### src/rtl/tpf_pkg.sv
`default_nettype none
package tpf_pkg;

  localparam int unsigned SampleW = 12;
  localparam int unsigned PosW    = 10;
  localparam int unsigned PressW  = 16;
  localparam int unsigned RegW    = 16;

  typedef struct packed {
    logic [SampleW-1:0] x_sample_0;
    logic [SampleW-1:0] x_sample_1;
    logic [SampleW-1:0] x_sample_2;
    logic [SampleW-1:0] x_sample_3;
    logic [SampleW-1:0] y_sample_0;
    logic [SampleW-1:0] y_sample_1;
    logic [SampleW-1:0] y_sample_2;
    logic [SampleW-1:0] y_sample_3;
    logic [SampleW-1:0] press_low;
    logic [SampleW-1:0] press_high;
  } tpf_in_t;

  typedef struct packed {
    logic [PosW-1:0]          x_pos;
    logic [PosW-1:0]          y_pos;
    logic signed [PressW-1:0] pressure;
    logic                     valid_res;
    logic                     press_fault;
  } tpf_out_t;

  typedef struct packed {
    logic full;
    logic empty;
  } tpf_qstat_t;

endpackage
`default_nettype wire

### src/rtl/tpf_front.sv
`default_nettype none
module tpf_front #(
  parameter int unsigned ADC_FULL_SCALE = 4095,
  parameter int unsigned JW = 8
) (
  input  wire logic                   clk_i,
  input  wire logic                   rst_ni,
  input  wire logic                   push_i,
  input  wire tpf_pkg::tpf_in_t       in_i,
  input  wire logic [tpf_pkg::RegW-1:0] pr_i,
  input  wire tpf_pkg::tpf_qstat_t    qstat_i,
  output logic                        ready_o,
  output logic                        job_wr_o,
  output logic [JW-1:0]               job_o
);
  import tpf_pkg::*;

  localparam int unsigned AW = $clog2(ADC_FULL_SCALE + 1);
  localparam int unsigned LW = (AW > SampleW) ? AW : SampleW;
  localparam int unsigned MW = LW + 1;
  localparam int unsigned M1W = SampleW + AW;
  localparam int unsigned NW = M1W + RegW;

  typedef struct packed {
    logic [SampleW-1:0] mid;
    logic [SampleW-1:0] top;
  } sort_t;

  function automatic sort_t sort4(input logic [SampleW-1:0] a, b, c, d);
    logic [SampleW-1:0] v0, v1, v2, v3, t;
    sort_t r;
    v0 = a; v1 = b; v2 = c; v3 = d;
    if (v0 > v1) begin t = v0; v0 = v1; v1 = t; end
    if (v2 > v3) begin t = v2; v2 = v3; v3 = t; end
    if (v0 > v2) begin t = v0; v0 = v2; v2 = t; end
    if (v1 > v3) begin t = v1; v1 = v3; v3 = t; end
    if (v1 > v2) begin t = v1; v1 = v2; v2 = t; end
    r.mid = v2;
    r.top = v3;
    return r;
  endfunction

  function automatic logic [AW-1:0] axis_val(input logic [SampleW-1:0] mid);
    logic [LW-1:0] m;
    logic [LW-1:0] v;
    m = LW'(mid);
    v = (m > LW'(ADC_FULL_SCALE)) ? '0 : LW'(ADC_FULL_SCALE) - m;
    return v[AW-1:0];
  endfunction

  logic en;
  logic v1_q, v2_q, v3_q;

  // stage 1: sort, axis values, pressure classification
  sort_t xs, ys;
  logic signed [SampleW:0] dz;
  logic signed [LW+1:0]    zs;
  logic                    res;

  logic [AW-1:0]      xv1_q, yv1_q;
  logic               ok1_q, simp1_q, flt1_q, neg1_q;
  logic [MW-1:0]      smag1_q;
  logic [SampleW-1:0] dmag1_q, z1_1_q;

  // stage 2
  logic [AW-1:0]  xv2_q, yv2_q;
  logic           ok2_q, simp2_q, flt2_q, neg2_q;
  logic [MW-1:0]  smag2_q;
  logic [M1W-1:0] m1_q, den2_q;

  // stage 3
  logic [AW-1:0]  xv3_q, yv3_q;
  logic           ok3_q, simp3_q, flt3_q, neg3_q;
  logic [MW-1:0]  smag3_q;
  logic [NW-1:0]  m2_q;
  logic [M1W-1:0] den3_q;

  assign en      = !v3_q || !qstat_i.full;
  assign ready_o = en;

  always_comb begin
    xs  = sort4(in_i.x_sample_0, in_i.x_sample_1, in_i.x_sample_2, in_i.x_sample_3);
    ys  = sort4(in_i.y_sample_0, in_i.y_sample_1, in_i.y_sample_2, in_i.y_sample_3);
    dz  = $signed({1'b0, in_i.press_high}) - $signed({1'b0, in_i.press_low});
    zs  = $signed({2'b00, LW'(ADC_FULL_SCALE)}) - (LW+2)'(dz);
    res = (pr_i != '0);
  end

  always_ff @(posedge clk_i or negedge rst_ni) begin
    if (!rst_ni) begin
      v1_q <= 1'b0;
      v2_q <= 1'b0;
      v3_q <= 1'b0;
    end else if (en) begin
      v1_q <= push_i;
      v2_q <= v1_q;
      v3_q <= v2_q;
    end
  end

  always_ff @(posedge clk_i) begin
    if (en) begin
      xv1_q   <= axis_val(xs.mid);
      yv1_q   <= axis_val(ys.mid);
      ok1_q   <= ((xs.top - xs.mid) <= SampleW'(2)) && ((ys.top - ys.mid) <= SampleW'(2));
      simp1_q <= !res;
      flt1_q  <= res && (in_i.press_low == '0);
      neg1_q  <= res ? dz[SampleW] : zs[LW+1];
      smag1_q <= zs[LW+1] ? MW'(-zs) : MW'(zs);
      dmag1_q <= dz[SampleW] ? SampleW'(-dz) : dz[SampleW-1:0];
      z1_1_q  <= in_i.press_low;

      xv2_q   <= xv1_q;
      yv2_q   <= yv1_q;
      ok2_q   <= ok1_q;
      simp2_q <= simp1_q;
      flt2_q  <= flt1_q;
      neg2_q  <= neg1_q;
      smag2_q <= smag1_q;
      m1_q    <= M1W'(dmag1_q) * M1W'(xv1_q);
      den2_q  <= M1W'(z1_1_q) * M1W'(ADC_FULL_SCALE);

      xv3_q   <= xv2_q;
      yv3_q   <= yv2_q;
      ok3_q   <= ok2_q;
      simp3_q <= simp2_q;
      flt3_q  <= flt2_q;
      neg3_q  <= neg2_q;
      smag3_q <= smag2_q;
      m2_q    <= NW'(m1_q) * NW'(pr_i);
      den3_q  <= den2_q;
    end
  end

  assign job_wr_o = v3_q && !qstat_i.full;
  assign job_o = JW'({ok3_q, simp3_q, flt3_q, neg3_q, smag3_q, xv3_q, yv3_q, m2_q, den3_q});
endmodule
`default_nettype wire

### config.mk
export PLATFORM = sky130hd
export DESIGN_NAME = tpf_front
export DESIGN_NICKNAME = d
export VERILOG_FILES = /design/src/rtl/tpf_pkg.sv /design/src/rtl/tpf_front.sv
export SDC_FILE = /design/constraint.sdc
export NUM_CORES = 1
export LEC_CHECK = 0
export ABC_CLOCK_PERIOD_IN_PS = 3840
export BUFFER_PORTS_ARGS = -buffer_cell sky130_fd_sc_hd__buf_4
export CORE_MARGIN = 5
export CORE_UTILIZATION = 36
export DETAILED_ROUTE_END_ITERATION = 7
export PLACE_DENSITY_LB_ADDON = 0.1
export SLEW_MARGIN = 15
export SYNTH_ARGS = -nofsm -noshare
export SYNTH_HDL_FRONTEND = slang
export SYNTH_SLANG_ARGS = --single-unit
export TNS_END_PERCENT = 10
### constraint.sdc
create_clock -name clk_i -period 3.84 [get_ports clk_i]
set_input_delay 1.152 -clock clk_i [delete_from_list [all_inputs] [get_ports clk_i]]
set_output_delay 1.152 -clock clk_i [all_outputs]
set_load 0.1 [all_outputs]
==> metrics.txt <==
Layout area overhead 18.00%; Synth warnings 0; Hold Vio Cnt, Final 0; max-slew violations 0; register area 795.8 sq um; fill cell count 393; Final setup viols 0; dpl hpwl 1.728 mm; fraction of layout cells with a size suffix above 1 21.71%; GRT overflow 0; Core ar. 0.004029 sq mm; hold slack 0.4243 ns; Multi-input gate area 614.3 sq um; vias after detailed routing 764; CP max FO 5; Req. time, crit path 3.87 ns; Finished Core Util 44.38%; vias in the first global route 794; max-cap violation count 0; setup TNS 0 ns; Clk pin slew, worst setup/hold paths 0.09 ns; Clock Skews 0.005770 ns; worst hold stages 0; post-CTS sizing 0; CTS tree built; cell area after layout 0.001788 sq mm; Site Rows 23; first-pass GRT wire length 3.650 mm; pwr/cell area 938.9 mW/mm^2; # DRC 0; Num CTS Buffers 3; FF-to-FF path depth 12; Sw Share 43.09%; Flop pwr share 30.9%; WL final 2.116 mm; hold-fix buffers at CTS 0; placed insts 175; largest net degree at the start of global routing 28; Starting Density 37.61%; commonest cells after routing, fill and taps aside 28 x inv_1, 24 x edfxtp_1, 22 x buf_4; routed len/inst 11.82 um; RSZ-0062 raised after global routing no; Placed Area 0.001743 sq mm; sw power 0.7233 mW; most common cell after layout, fill and taps aside inv_1; DRT iter0 DRCs 41; type of the worst setup path register to register; non-filler cells, final 179; Die ar. 0.005606 sq mm; worst r2r dst den2_q[7]; number of port buffers 21; H-tree level count 1; Gate power share 59.5%; relative slew slack 77.68%; Final GP Congestion 0.7424; Post-CTS Setup Repair Bufs 0; Hold Path Sink den3_q[3]; Worst-Margin Slew 0.3349 ns; leak pwr 0.8225 nW; Pint 0.9554 mW; Gate Count Post-Synth 103; CTS Buffer Depth 2; clock power share 9.6%; Tcrit/Tclk final 88.53%; I/O pin cnt 151; Hold Crit Class register to register; Die H 74.88 um; worst skew pair latency 0.27 ns; CP endpoint kind register; synthesis-stage register bit count 27; initial antenna violation count 0; Startpoint Class register; GRT Util Overall 8.920%; Cell Area, Synth 0.001515 sq mm; Sink Count 27; sequential fraction of the synthesis area 52.52%; Ant. Diodes 0; HP Start den2_q[3]; Net Count, Synth 270; origin of the critical flop-to-flop path z1_1_q[0]; synth unique cells 15; Final nets 297; DRT antenna net count 0; VDD IR max 0.3573 mV; min Tclk post-route 3.400 ns; mean post-synth cell area 14.71 sq um; overall die width 74.88 um; CTS root buf clkbuf_8; WP data arrival 3.43 ns; DR pass1 iterations 4; flop2flop setup slack 0.44 ns; vias per std cell 4.268; status finished clean; upper clock frequency limit 294.1 MHz
## area by class of cell
cell class	count	area share [%]
multi-input combinational	48	34.36
sequential	27	44.51
timing repair buffer	22	9.237
tap	50	3.499
inverter	28	5.878
clock buffer	4	2.519
## worst max-delay path by stage
stage                          start   endpoint  slack [ns]  cells past startpoint
after floorplan           qstat_i[1]   job_wr_o        0.20                      1
after global placement     z1_1_q[0]  den2_q[7]        0.42                     12
after detailed placement   z1_1_q[0]  den2_q[7]        0.38                     12
after CTS                  z1_1_q[0]  den2_q[7]        0.39                     12
after global routing       z1_1_q[2]  den2_q[7]        0.31                     12
final                      z1_1_q[0]  den2_q[7]        0.44                     12
## synth_stat cells
cell | count | area (sq um)
a21o_1 | 2 | 15.01
a21oi_1 | 2 | 10.01
dfrtp_1 | 3 | 75.07
edfxtp_1 | 24 | 720.7
fa_1 | 12 | 240.2
ha_1 | 14 | 175.2
inv_1 | 28 | 105.1
mux2_2 | 2 | 22.52
nand2_1 | 1 | 3.750
nand2b_1 | 1 | 6.260
nor2b_1 | 1 | 6.260
xnor2_1 | 10 | 87.58
xnor2_2 | 1 | 16.27
xnor3_1 | 1 | 22.52
xor2_1 | 1 | 8.760
## per-stage QoR
stage,power [mW],setup slack (ns)
5_1_grt,1.824,0.3072
6_report,1.679,0.4403
4_1_cts,1.716,0.3889
3_3_place_gp,1.527,0.4218
3_5_place_dp,1.548,0.3832
2_1_floorplan,1.373,0.2007
## per-layer routing
layer	routed length [um]	track usage [%]
met1	854	10.62
met2	1063	14.89
met3	148	2.537
met4	51	4.150
met5	0	0
## sequential cells by signal (all words and copies together) (netlist names)
register  count
z1_1_q        8
den2_q        8
v3_q          1
v2_q          1
den3_q        8
v1_q          1
## critical path, stage by stage (launching register included)
cell	delay, ns
edfxtp_1	0.45
inv_1	0.09
fa_1	0.41
inv_1	0.08
fa_1	0.41
ha_1	0.29
inv_1	0.06
fa_1	0.53
inv_1	0.04
ha_1	0.33
a21o_1	0.20
a21oi_1	0.19
xnor2_1	0.09
## power by group through the flow
stage / clock network, mW / registers (mW) / logic [mW]
2_1_floorplan: 0 / 0.766 / 0.607
3_3_place_gp: 0 / 0.525 / 1.00
3_5_place_dp: 0 / 0.527 / 1.02
4_1_cts: 0.170 / 0.520 / 1.03
5_1_grt: 0.179 / 0.530 / 1.12
6_report: 0.161 / 0.518 / 1.00
## cells by family after synthesis
family                   Yosys count  share of synthesized area [%]
XOR/XNOR                          13                          8.918
multiplexers                       2                          1.486
adder cells (fa/ha/maj)           26                          27.42
flip-flops                        27                          52.52
AO/OA/AOI/OAI                      4                          1.651
buffers and inverters             28                          6.936
AND/OR/NAND/NOR                    3                          1.074
No activity file was read; power rests on OpenSTA's default activity.
