==> config.mk <==
export PLATFORM = sky130hd
export DESIGN_NAME = tpf_queue
export DESIGN_NICKNAME = d
export VERILOG_FILES = /design/src/rtl/tpf_pkg.sv /design/src/rtl/tpf_queue.sv
export SDC_FILE = /design/constraint.sdc
export NUM_CORES = 1
export LEC_CHECK = 0
export BUFFER_PORTS_ARGS = -buffer_cell sky130_fd_sc_hd__buf_2
export CAP_MARGIN = 40
export CORE_MARGIN = 2
export CORE_UTILIZATION = 30
export DETAILED_ROUTE_END_ITERATION = 6
export SLEW_MARGIN = 20
export SYNTH_ARGS = -nofsm -noshare
export SYNTH_HDL_FRONTEND = slang
export SYNTH_SLANG_ARGS = --single-unit
==> constraint.sdc <==
create_clock -name clk_i -period 1.3 [get_ports clk_i]
set_clock_uncertainty 0.2 [all_clocks]
set_input_delay 0.065 -clock clk_i [delete_from_list [all_inputs] [get_ports clk_i]]
set_output_delay 0.065 -clock clk_i [all_outputs]
set_load 0.01 [all_outputs]
==> src/rtl/tpf_pkg.sv <==
`default_nettype none
package tpf_pkg;

  localparam int unsigned SampleW = 12;
  localparam int unsigned PosW    = 10;
  localparam int unsigned PressW  = 16;
  localparam int unsigned RegW    = 16;

  typedef struct packed {
    logic [SampleW-1:0] x_sample_0;
    logic [SampleW-1:0] x_sample_1;
    logic [SampleW-1:0] x_sample_2;
    logic [SampleW-1:0] x_sample_3;
    logic [SampleW-1:0] y_sample_0;
    logic [SampleW-1:0] y_sample_1;
    logic [SampleW-1:0] y_sample_2;
    logic [SampleW-1:0] y_sample_3;
    logic [SampleW-1:0] press_low;
    logic [SampleW-1:0] press_high;
  } tpf_in_t;

  typedef struct packed {
    logic [PosW-1:0]          x_pos;
    logic [PosW-1:0]          y_pos;
    logic signed [PressW-1:0] pressure;
    logic                     valid_res;
    logic                     press_fault;
  } tpf_out_t;

  typedef struct packed {
    logic full;
    logic empty;
  } tpf_qstat_t;

endpackage
`default_nettype wire

==> src/rtl/tpf_queue.sv <==
`default_nettype none
module tpf_queue #(
  parameter int unsigned W = 8
) (
  input  wire logic         clk_i,
  input  wire logic         rst_ni,
  input  wire logic         wr_i,
  input  wire logic [W-1:0] wdata_i,
  input  wire logic         rd_i,
  output logic [W-1:0]      rdata_o,
  output tpf_pkg::tpf_qstat_t stat_o
);
  import tpf_pkg::*;

  logic [W-1:0] mem_q [2];
  logic         wptr_q, rptr_q;
  logic [1:0]   cnt_q;

  always_ff @(posedge clk_i or negedge rst_ni) begin
    if (!rst_ni) begin
      wptr_q <= 1'b0;
      rptr_q <= 1'b0;
      cnt_q  <= 2'd0;
    end else begin
      if (wr_i) wptr_q <= ~wptr_q;
      if (rd_i) rptr_q <= ~rptr_q;
      cnt_q <= cnt_q + 2'(wr_i) - 2'(rd_i);
    end
  end

  always_ff @(posedge clk_i) begin
    if (wr_i) mem_q[wptr_q] <= wdata_i;
  end

  assign rdata_o      = mem_q[rptr_q];
  assign stat_o.full  = cnt_q[1];
  assign stat_o.empty = (cnt_q == 2'd0);
endmodule
`default_nettype wire

==> results of run 1 <==
-- state kept, by name (all words and copies together) (netlist names) --
register	flops
mem_q	16
cnt_q	2
rptr_q	1
wptr_q	1
-- cell usage after synthesis (all sizes together) --
master,count
and2,1
buf,2
dfrtp,4
edfxtp,16
ha,2
inv,2
mux2,8
nor2,1
nor2b,1
xor2,2
xor3,1
-- logic make-up after synthesis --
| family | share of synthesized area, % |
|---|---|
| fa+ha+maj | 3.091 |
| flops | 71.72 |
| xor+xnor | 5.101 |
| buf+inv | 3.246 |
| mux | 14.84 |
| simple gates | 2.010 |
-- final cells by class --
| cell class | count | area (µm²) |
|---|---|---|
| clock buffer | 4 | 26.28 |
| timing repair buffer | 42 | 360.3 |
| sequential | 20 | 581.8 |
| inverter | 2 | 7.507 |
| fill | 229 | 1296 |
| multi-input combinational | 16 | 212.7 |
| tap | 30 | 37.54 |
-- worst max-delay path, stage by stage (launching register included) --
cell	delay [ns]
dfrtp_2	0.43
buf_6	0.14
mux2_4	0.30
buf_6	0.12
-- worst paths after layout --
check | depth (start not counted) | slack (ns) | endpoint | start
min in group asynchronous | 3 | 0.46 | cnt_q[0]$_DFF_PN0_ | rst_ni
max in group asynchronous | 3 | 0.26 | rptr_q$_DFFE_PN0P_ | rst_ni
min reg2reg | 1 | 0.32 | wptr_q$_DFFE_PN0P_ | wptr_q$_DFFE_PN0P_
min | 3 | 0.05 | cnt_q[1]$_DFF_PN0_ | rd_i
max | 3 | -0.24 | rdata_o[0] | rptr_q$_DFFE_PN0P_
max reg2reg | 5 | -0.08 | cnt_q[1]$_DFF_PN0_ | cnt_q[0]$_DFF_PN0_
-- stage by stage --
step,setup TNS [ns],utilization (%),std cells
after CTS,-2.031,47.62,113
after detailed placement,-0.9254,38.29,93
after floorplan,-0.02131,-,40
after global routing,-2.594,48.61,114
after global placement,-0.7960,38.29,93
final,-1.959,48.61,114
-- metal layers --
metal	wire length, µm	global-route usage (%)	part of all wire, %
met1	578	9.716	47
met2	550	13.10	45
met3	81	2.093	6.6
met4	16	4.082	1.3
met5	0	0	0
-- timing repair --
item,in CTS,in global routing
hold endpoints to repair,23,0
resized for setup,13,4
setup endpoints to repair,9,11
hold buffers,12,0
pin swaps,0,1
setup buffers,4,1
-- power breakdown --
| part | internal [mW] | switching [mW] | total, mW |
|---|---|---|---|
| sequential | 0.874 | 0.0810 | 0.955 |
| combinational | 0.707 | 0.384 | 1.09 |
| clock | 0.119 | 0.169 | 0.288 |
| total | 1.70 | 0.633 | 2.33 |
==> impl_metrics.env, run 1 <==
export IMPL_dieArea_um2=3130
export IMPL_synth_top_area_share_pct=59.35
export IMPL_fp_dieW_um=55.95
export IMPL_synth_largest_area_cell="edfxtp_1"
export IMPL_die_y_um=55.95
export IMPL_avgSynthCellArea_um2=20.24
export IMPL_clock_sinks=20
export IMPL_num_rows=18
export IMPL_grt_max_degree=12
export IMPL_worstMarginPinSlew_ns=0.1933
export IMPL_dpl_hpwl_um=874
export IMPL_fp_coreArea_um2=2522
export IMPL_diodes=0
export IMPL_wire_per_inst_um=10.75
export IMPL_syn_inst=40
export IMPL_ir_drop_uv=1102
export IMPL_path_class="reg -> out"
export IMPL_ioPinCount=22
export IMPL_max_clock_path_buffers=2
export IMPL_post_route_min_period_ns=1.538
export IMPL_cts_clk_slew_worst_paths_ns=0.10
export IMPL_p_leak_nw=0.5351
export IMPL_drc=0
export IMPL_dr_pass1_iters=4
export IMPL_synth_nets=54
export IMPL_hold_ws_ns=0.05245
export IMPL_mostFrequentLayoutCells="edfxtp_1, dlygate4sd3_1, buf_2, buf_6, mux2_4"
export IMPL_dr_first_iter_drc_count=8
export IMPL_seq_area_frac_synth_pct=71.72
export IMPL_fin_nets=99
export IMPL_drive_gt1_share_pct=52.38
export IMPL_htree_num_levels=1
export IMPL_violations="negative setup slack"
export IMPL_worstSkewPairLatency_ns=0.28
export IMPL_finalCritPeriodShare_pct=118.3
export IMPL_yosys_cell_types_count=12
export IMPL_cts_buffers=3
export IMPL_synth_area_um2=809.5
export IMPL_power_mw=2.333
export IMPL_layout_setup_ws_ns=-0.2378
export IMPL_finalSetupViolations=10
export IMPL_arrival_ns=1.27
export IMPL_antenna_found_initial=0
export IMPL_status="finished with violations"
export IMPL_viasPerCell=4.018
export IMPL_final_area_um2=1226
export IMPL_finalWirelength_mm=1.226
export IMPL_maxSlewViolCount=0
export IMPL_grt_ovfl_total=0
export IMPL_tritoncts="done"
export IMPL_synthTopCellsByArea="edfxtp_1, mux2_4, dfrtp_1"
export IMPL_first_global_vias=445
export IMPL_final_common_cell="edfxtp_1"
export IMPL_crit_path_end_kind="primary output"
export IMPL_hold_viol_final=0
export IMPL_grt_pass1_wl_mm=1.863
export IMPL_num_vias=458
export IMPL_place_ws_ns=-0.1109
export IMPL_syn2layout_area_growth_pct=51.47
export IMPL_hp_class="in -> reg"
export IMPL_placed_cell_area_um2=965.9
export IMPL_rsz0062_at_grt="true"
export IMPL_root_buffer="clkbuf_4"
export IMPL_synth_ff_latch_count=20
export IMPL_start_util_pct=32.09
export IMPL_portBuffers=21
export IMPL_fmax_mhz=650.3
export IMPL_max_slew_margin_rel_pct=87.07
export IMPL_route_antenna_remaining_nets=0
export IMPL_powerDensity_nw_per_um2=1903
export IMPL_yosysWarnings=0
export IMPL_grt_usage_pct=8.002
export IMPL_cp_max_fo=5
export IMPL_routabilityCongestion=0.6223
export IMPL_worstPathRequired_ns=1.03
export IMPL_critPathLaunchType="register"
export IMPL_cap_violations=0
No activity file was read; power rests on OpenSTA's default activity.
==> run 2: changes to the inputs <==
==> constraint.sdc (replaced) <==
create_clock -name clk_i -period 1.6 [get_ports clk_i]
set_clock_uncertainty 0.2 [all_clocks]
set_input_delay 0.08 -clock clk_i [delete_from_list [all_inputs] [get_ports clk_i]]
set_output_delay 0.08 -clock clk_i [all_outputs]
set_load 0.01 [all_outputs]
==> impl_metrics.env, run 2 (synthesis gave the netlist of run 1 again) <==
export IMPL_dr_pass1_iters=2
export IMPL_reg_largest_list="mem_q: 16 flops, cnt_q: 2 flops"
export IMPL_critPathLaunchType="register"
export IMPL_finalSetupViolations=0
export IMPL_crit_path_end_kind="primary output"
export IMPL_path_class="reg -> out"
export IMPL_antenna_found_initial=0
export IMPL_mostFrequentLayoutCells="edfxtp_1, buf_2, dlygate4sd3_1"
export IMPL_dp_cells=90
export IMPL_fp_coreArea_um2=2522
export IMPL_sequentialPowerShare_pct=40.0
export IMPL_fmax_mhz=638.1
export IMPL_largest_register="mem_q"
export IMPL_comb_power_share_pct=39.0
export IMPL_routabilityCongestion=0.5903
export IMPL_cp_max_fo=5
export IMPL_dpl_hpwl_um=799.2
export IMPL_power_mw=1.920
export IMPL_grt_ovfl_total=0
export IMPL_viasPerCell=4.083
export IMPL_cts_buffers=3
export IMPL_portBuffers=21
export IMPL_rsz0062_at_grt="true"
export IMPL_max_slew_margin_rel_pct=73.24
export IMPL_largest_reg_flops=16
export IMPL_status="finished clean"
export IMPL_switching_share_pct=25.66
export IMPL_worstMarginPinSlew_ns=0.4014
export IMPL_grt_usage_pct=8.108
export IMPL_clock_sinks=20
export IMPL_max_clock_path_buffers=2
export IMPL_finalCritPeriodShare_pct=97.94
export IMPL_dieArea_um2=3130
export IMPL_slowest_delay_ns=0.43
export IMPL_ir_drop_uv=961.4
export IMPL_fp_dieW_um=55.95
export IMPL_grt_max_degree=13
export IMPL_hp_class="in -> reg"
export IMPL_maxSlewViolCount=0
export IMPL_first_global_vias=438
export IMPL_critPathSlowestCell="dfrtp_2"
export IMPL_num_vias=445
export IMPL_finalWirelength_mm=1.204
export IMPL_path_delay_family="flip-flops"
export IMPL_ioPinCount=22
export IMPL_final_common_cell="edfxtp_1"
export IMPL_worstSkewPairLatency_ns=0.30
export IMPL_cp_cell_sequence="buf_6 > mux2_4 > buf_6"
export IMPL_cap_violations=0
export IMPL_intPower_mw=1.427
export IMPL_p_switching_mw=0.4927
export IMPL_p_leak_nw=0.5145
export IMPL_hold_viol_final=0
export IMPL_grt_pass1_wl_mm=1.842
export IMPL_worstPathRequired_ns=1.32
export IMPL_htree_num_levels=1
export IMPL_drc=0
export IMPL_crit_buf_inv=2
export IMPL_diodes=0
export IMPL_route_antenna_remaining_nets=0
export IMPL_root_buffer="clkbuf_4"
export IMPL_start_util_pct=32.09
export IMPL_die_y_um=55.95
export IMPL_stdcell_count=109
export IMPL_arrival_ns=1.29
export IMPL_dr_first_iter_drc_count=2
export IMPL_tritoncts="done"
export IMPL_wire_per_inst_um=11.05
export IMPL_post_route_min_period_ns=1.567
export IMPL_syn2layout_area_growth_pct=46.06
export IMPL_drive_gt1_share_pct=48.10
export IMPL_powerDensity_nw_per_um2=1624
export IMPL_cpMostUsedCell="buf_6"
export IMPL_pwr_share_clk_pct=21.0
export IMPL_cts_clk_slew_worst_paths_ns=0.11
export IMPL_num_rows=18
export IMPL_fin_nets=94
-- run 2: changes by cell type in the layout (fill, tap and decap cells not counted), sizes merged --
| cell | previous run | this run |
|---|---|---|
| buf | 30 | 25 |
| bufinv | 0 | 1 |
| clkbuf | 4 | 3 |
-- run 2: power by group through the flow --
stage | logic [mW] | registers (mW) | clock network (mW)
floorplan | 0.448 | 0.761 | 0
CTS | 0.663 | 0.765 | 0.413
detailed placement | 0.522 | 0.831 | 0
global route | 0.809 | 0.779 | 0.434
global placement | 0.512 | 0.823 | 0
finish | 0.748 | 0.769 | 0.403
-- run 2: path summary, 6_finish.rpt --
check                              startpoint                     to  slack [ns]  cells after the start
max                        rptr_q$_DFFE_PN0P_             rdata_o[7]        0.03                      3
max reg2reg                cnt_q[0]$_DFF_PN0_     cnt_q[1]$_DFF_PN0_        0.19                      5
max in group asynchronous              rst_ni     rptr_q$_DFFE_PN0P_        0.53                      3
min reg2reg                wptr_q$_DFFE_PN0P_     wptr_q$_DFFE_PN0P_        0.30                      1
min                                wdata_i[6]  mem_q[1][6]$_DFFE_PP_        0.29                      2
min in group asynchronous              rst_ni     cnt_q[0]$_DFF_PN0_        0.46                      3
-- run 2: cell type report --
| type | instances | area [µm²] |
|---|---|---|
| Clock buffer | 3 | 22.52 |
| Clock inverter | 1 | 30.03 |
| Fill cell | 228 | 1340 |
| Inverter | 2 | 7.507 |
| Multi-Input combinational cell | 16 | 202.7 |
| Sequential cell | 20 | 581.8 |
| Tap cell | 30 | 37.54 |
| Timing Repair Buffer | 37 | 300.3 |
-- run 2: metal layers --
metal | track usage, % | up-vias | part of all wire (%)
li1 | - | 222 | -
met1 | 8.996 | 201 | 42
met2 | 13.27 | 22 | 50
met3 | 4.186 | 0 | 8.3
met4 | 3.061 | 0 | 0
met5 | 0 | - | 0
-- run 2: stage by stage --
| step | setup slack, ns | setup TNS, ns | area [µm²] | utilization [%] | hold WS [ns] |
|---|---|---|---|---|---|
| floorplan | 0.2383 | 0 | 809.5 | - | -0.4156 |
| global placement | 0.1793 | 0 | 940.9 | 37.30 | -0.3074 |
| CTS | 0.004724 | 0 | 1139 | 45.14 | 0.2847 |
| finish | 0.03289 | 0 | 1182 | 46.88 | 0.2905 |
| detailed placement | 0.1613 | 0 | 940.9 | 37.30 | -0.3043 |
| global route | -0.02600 | -0.1175 | 1182 | 46.88 | 0.2911 |
-- run 2: repair_timing --
item	4_1_cts	5_1_grt
endpoints found under the setup margin	8	7
endpoints found under the hold margin	23	0
buffers inserted	3	0
gates resized for setup	3	9
hold buffers	12	0
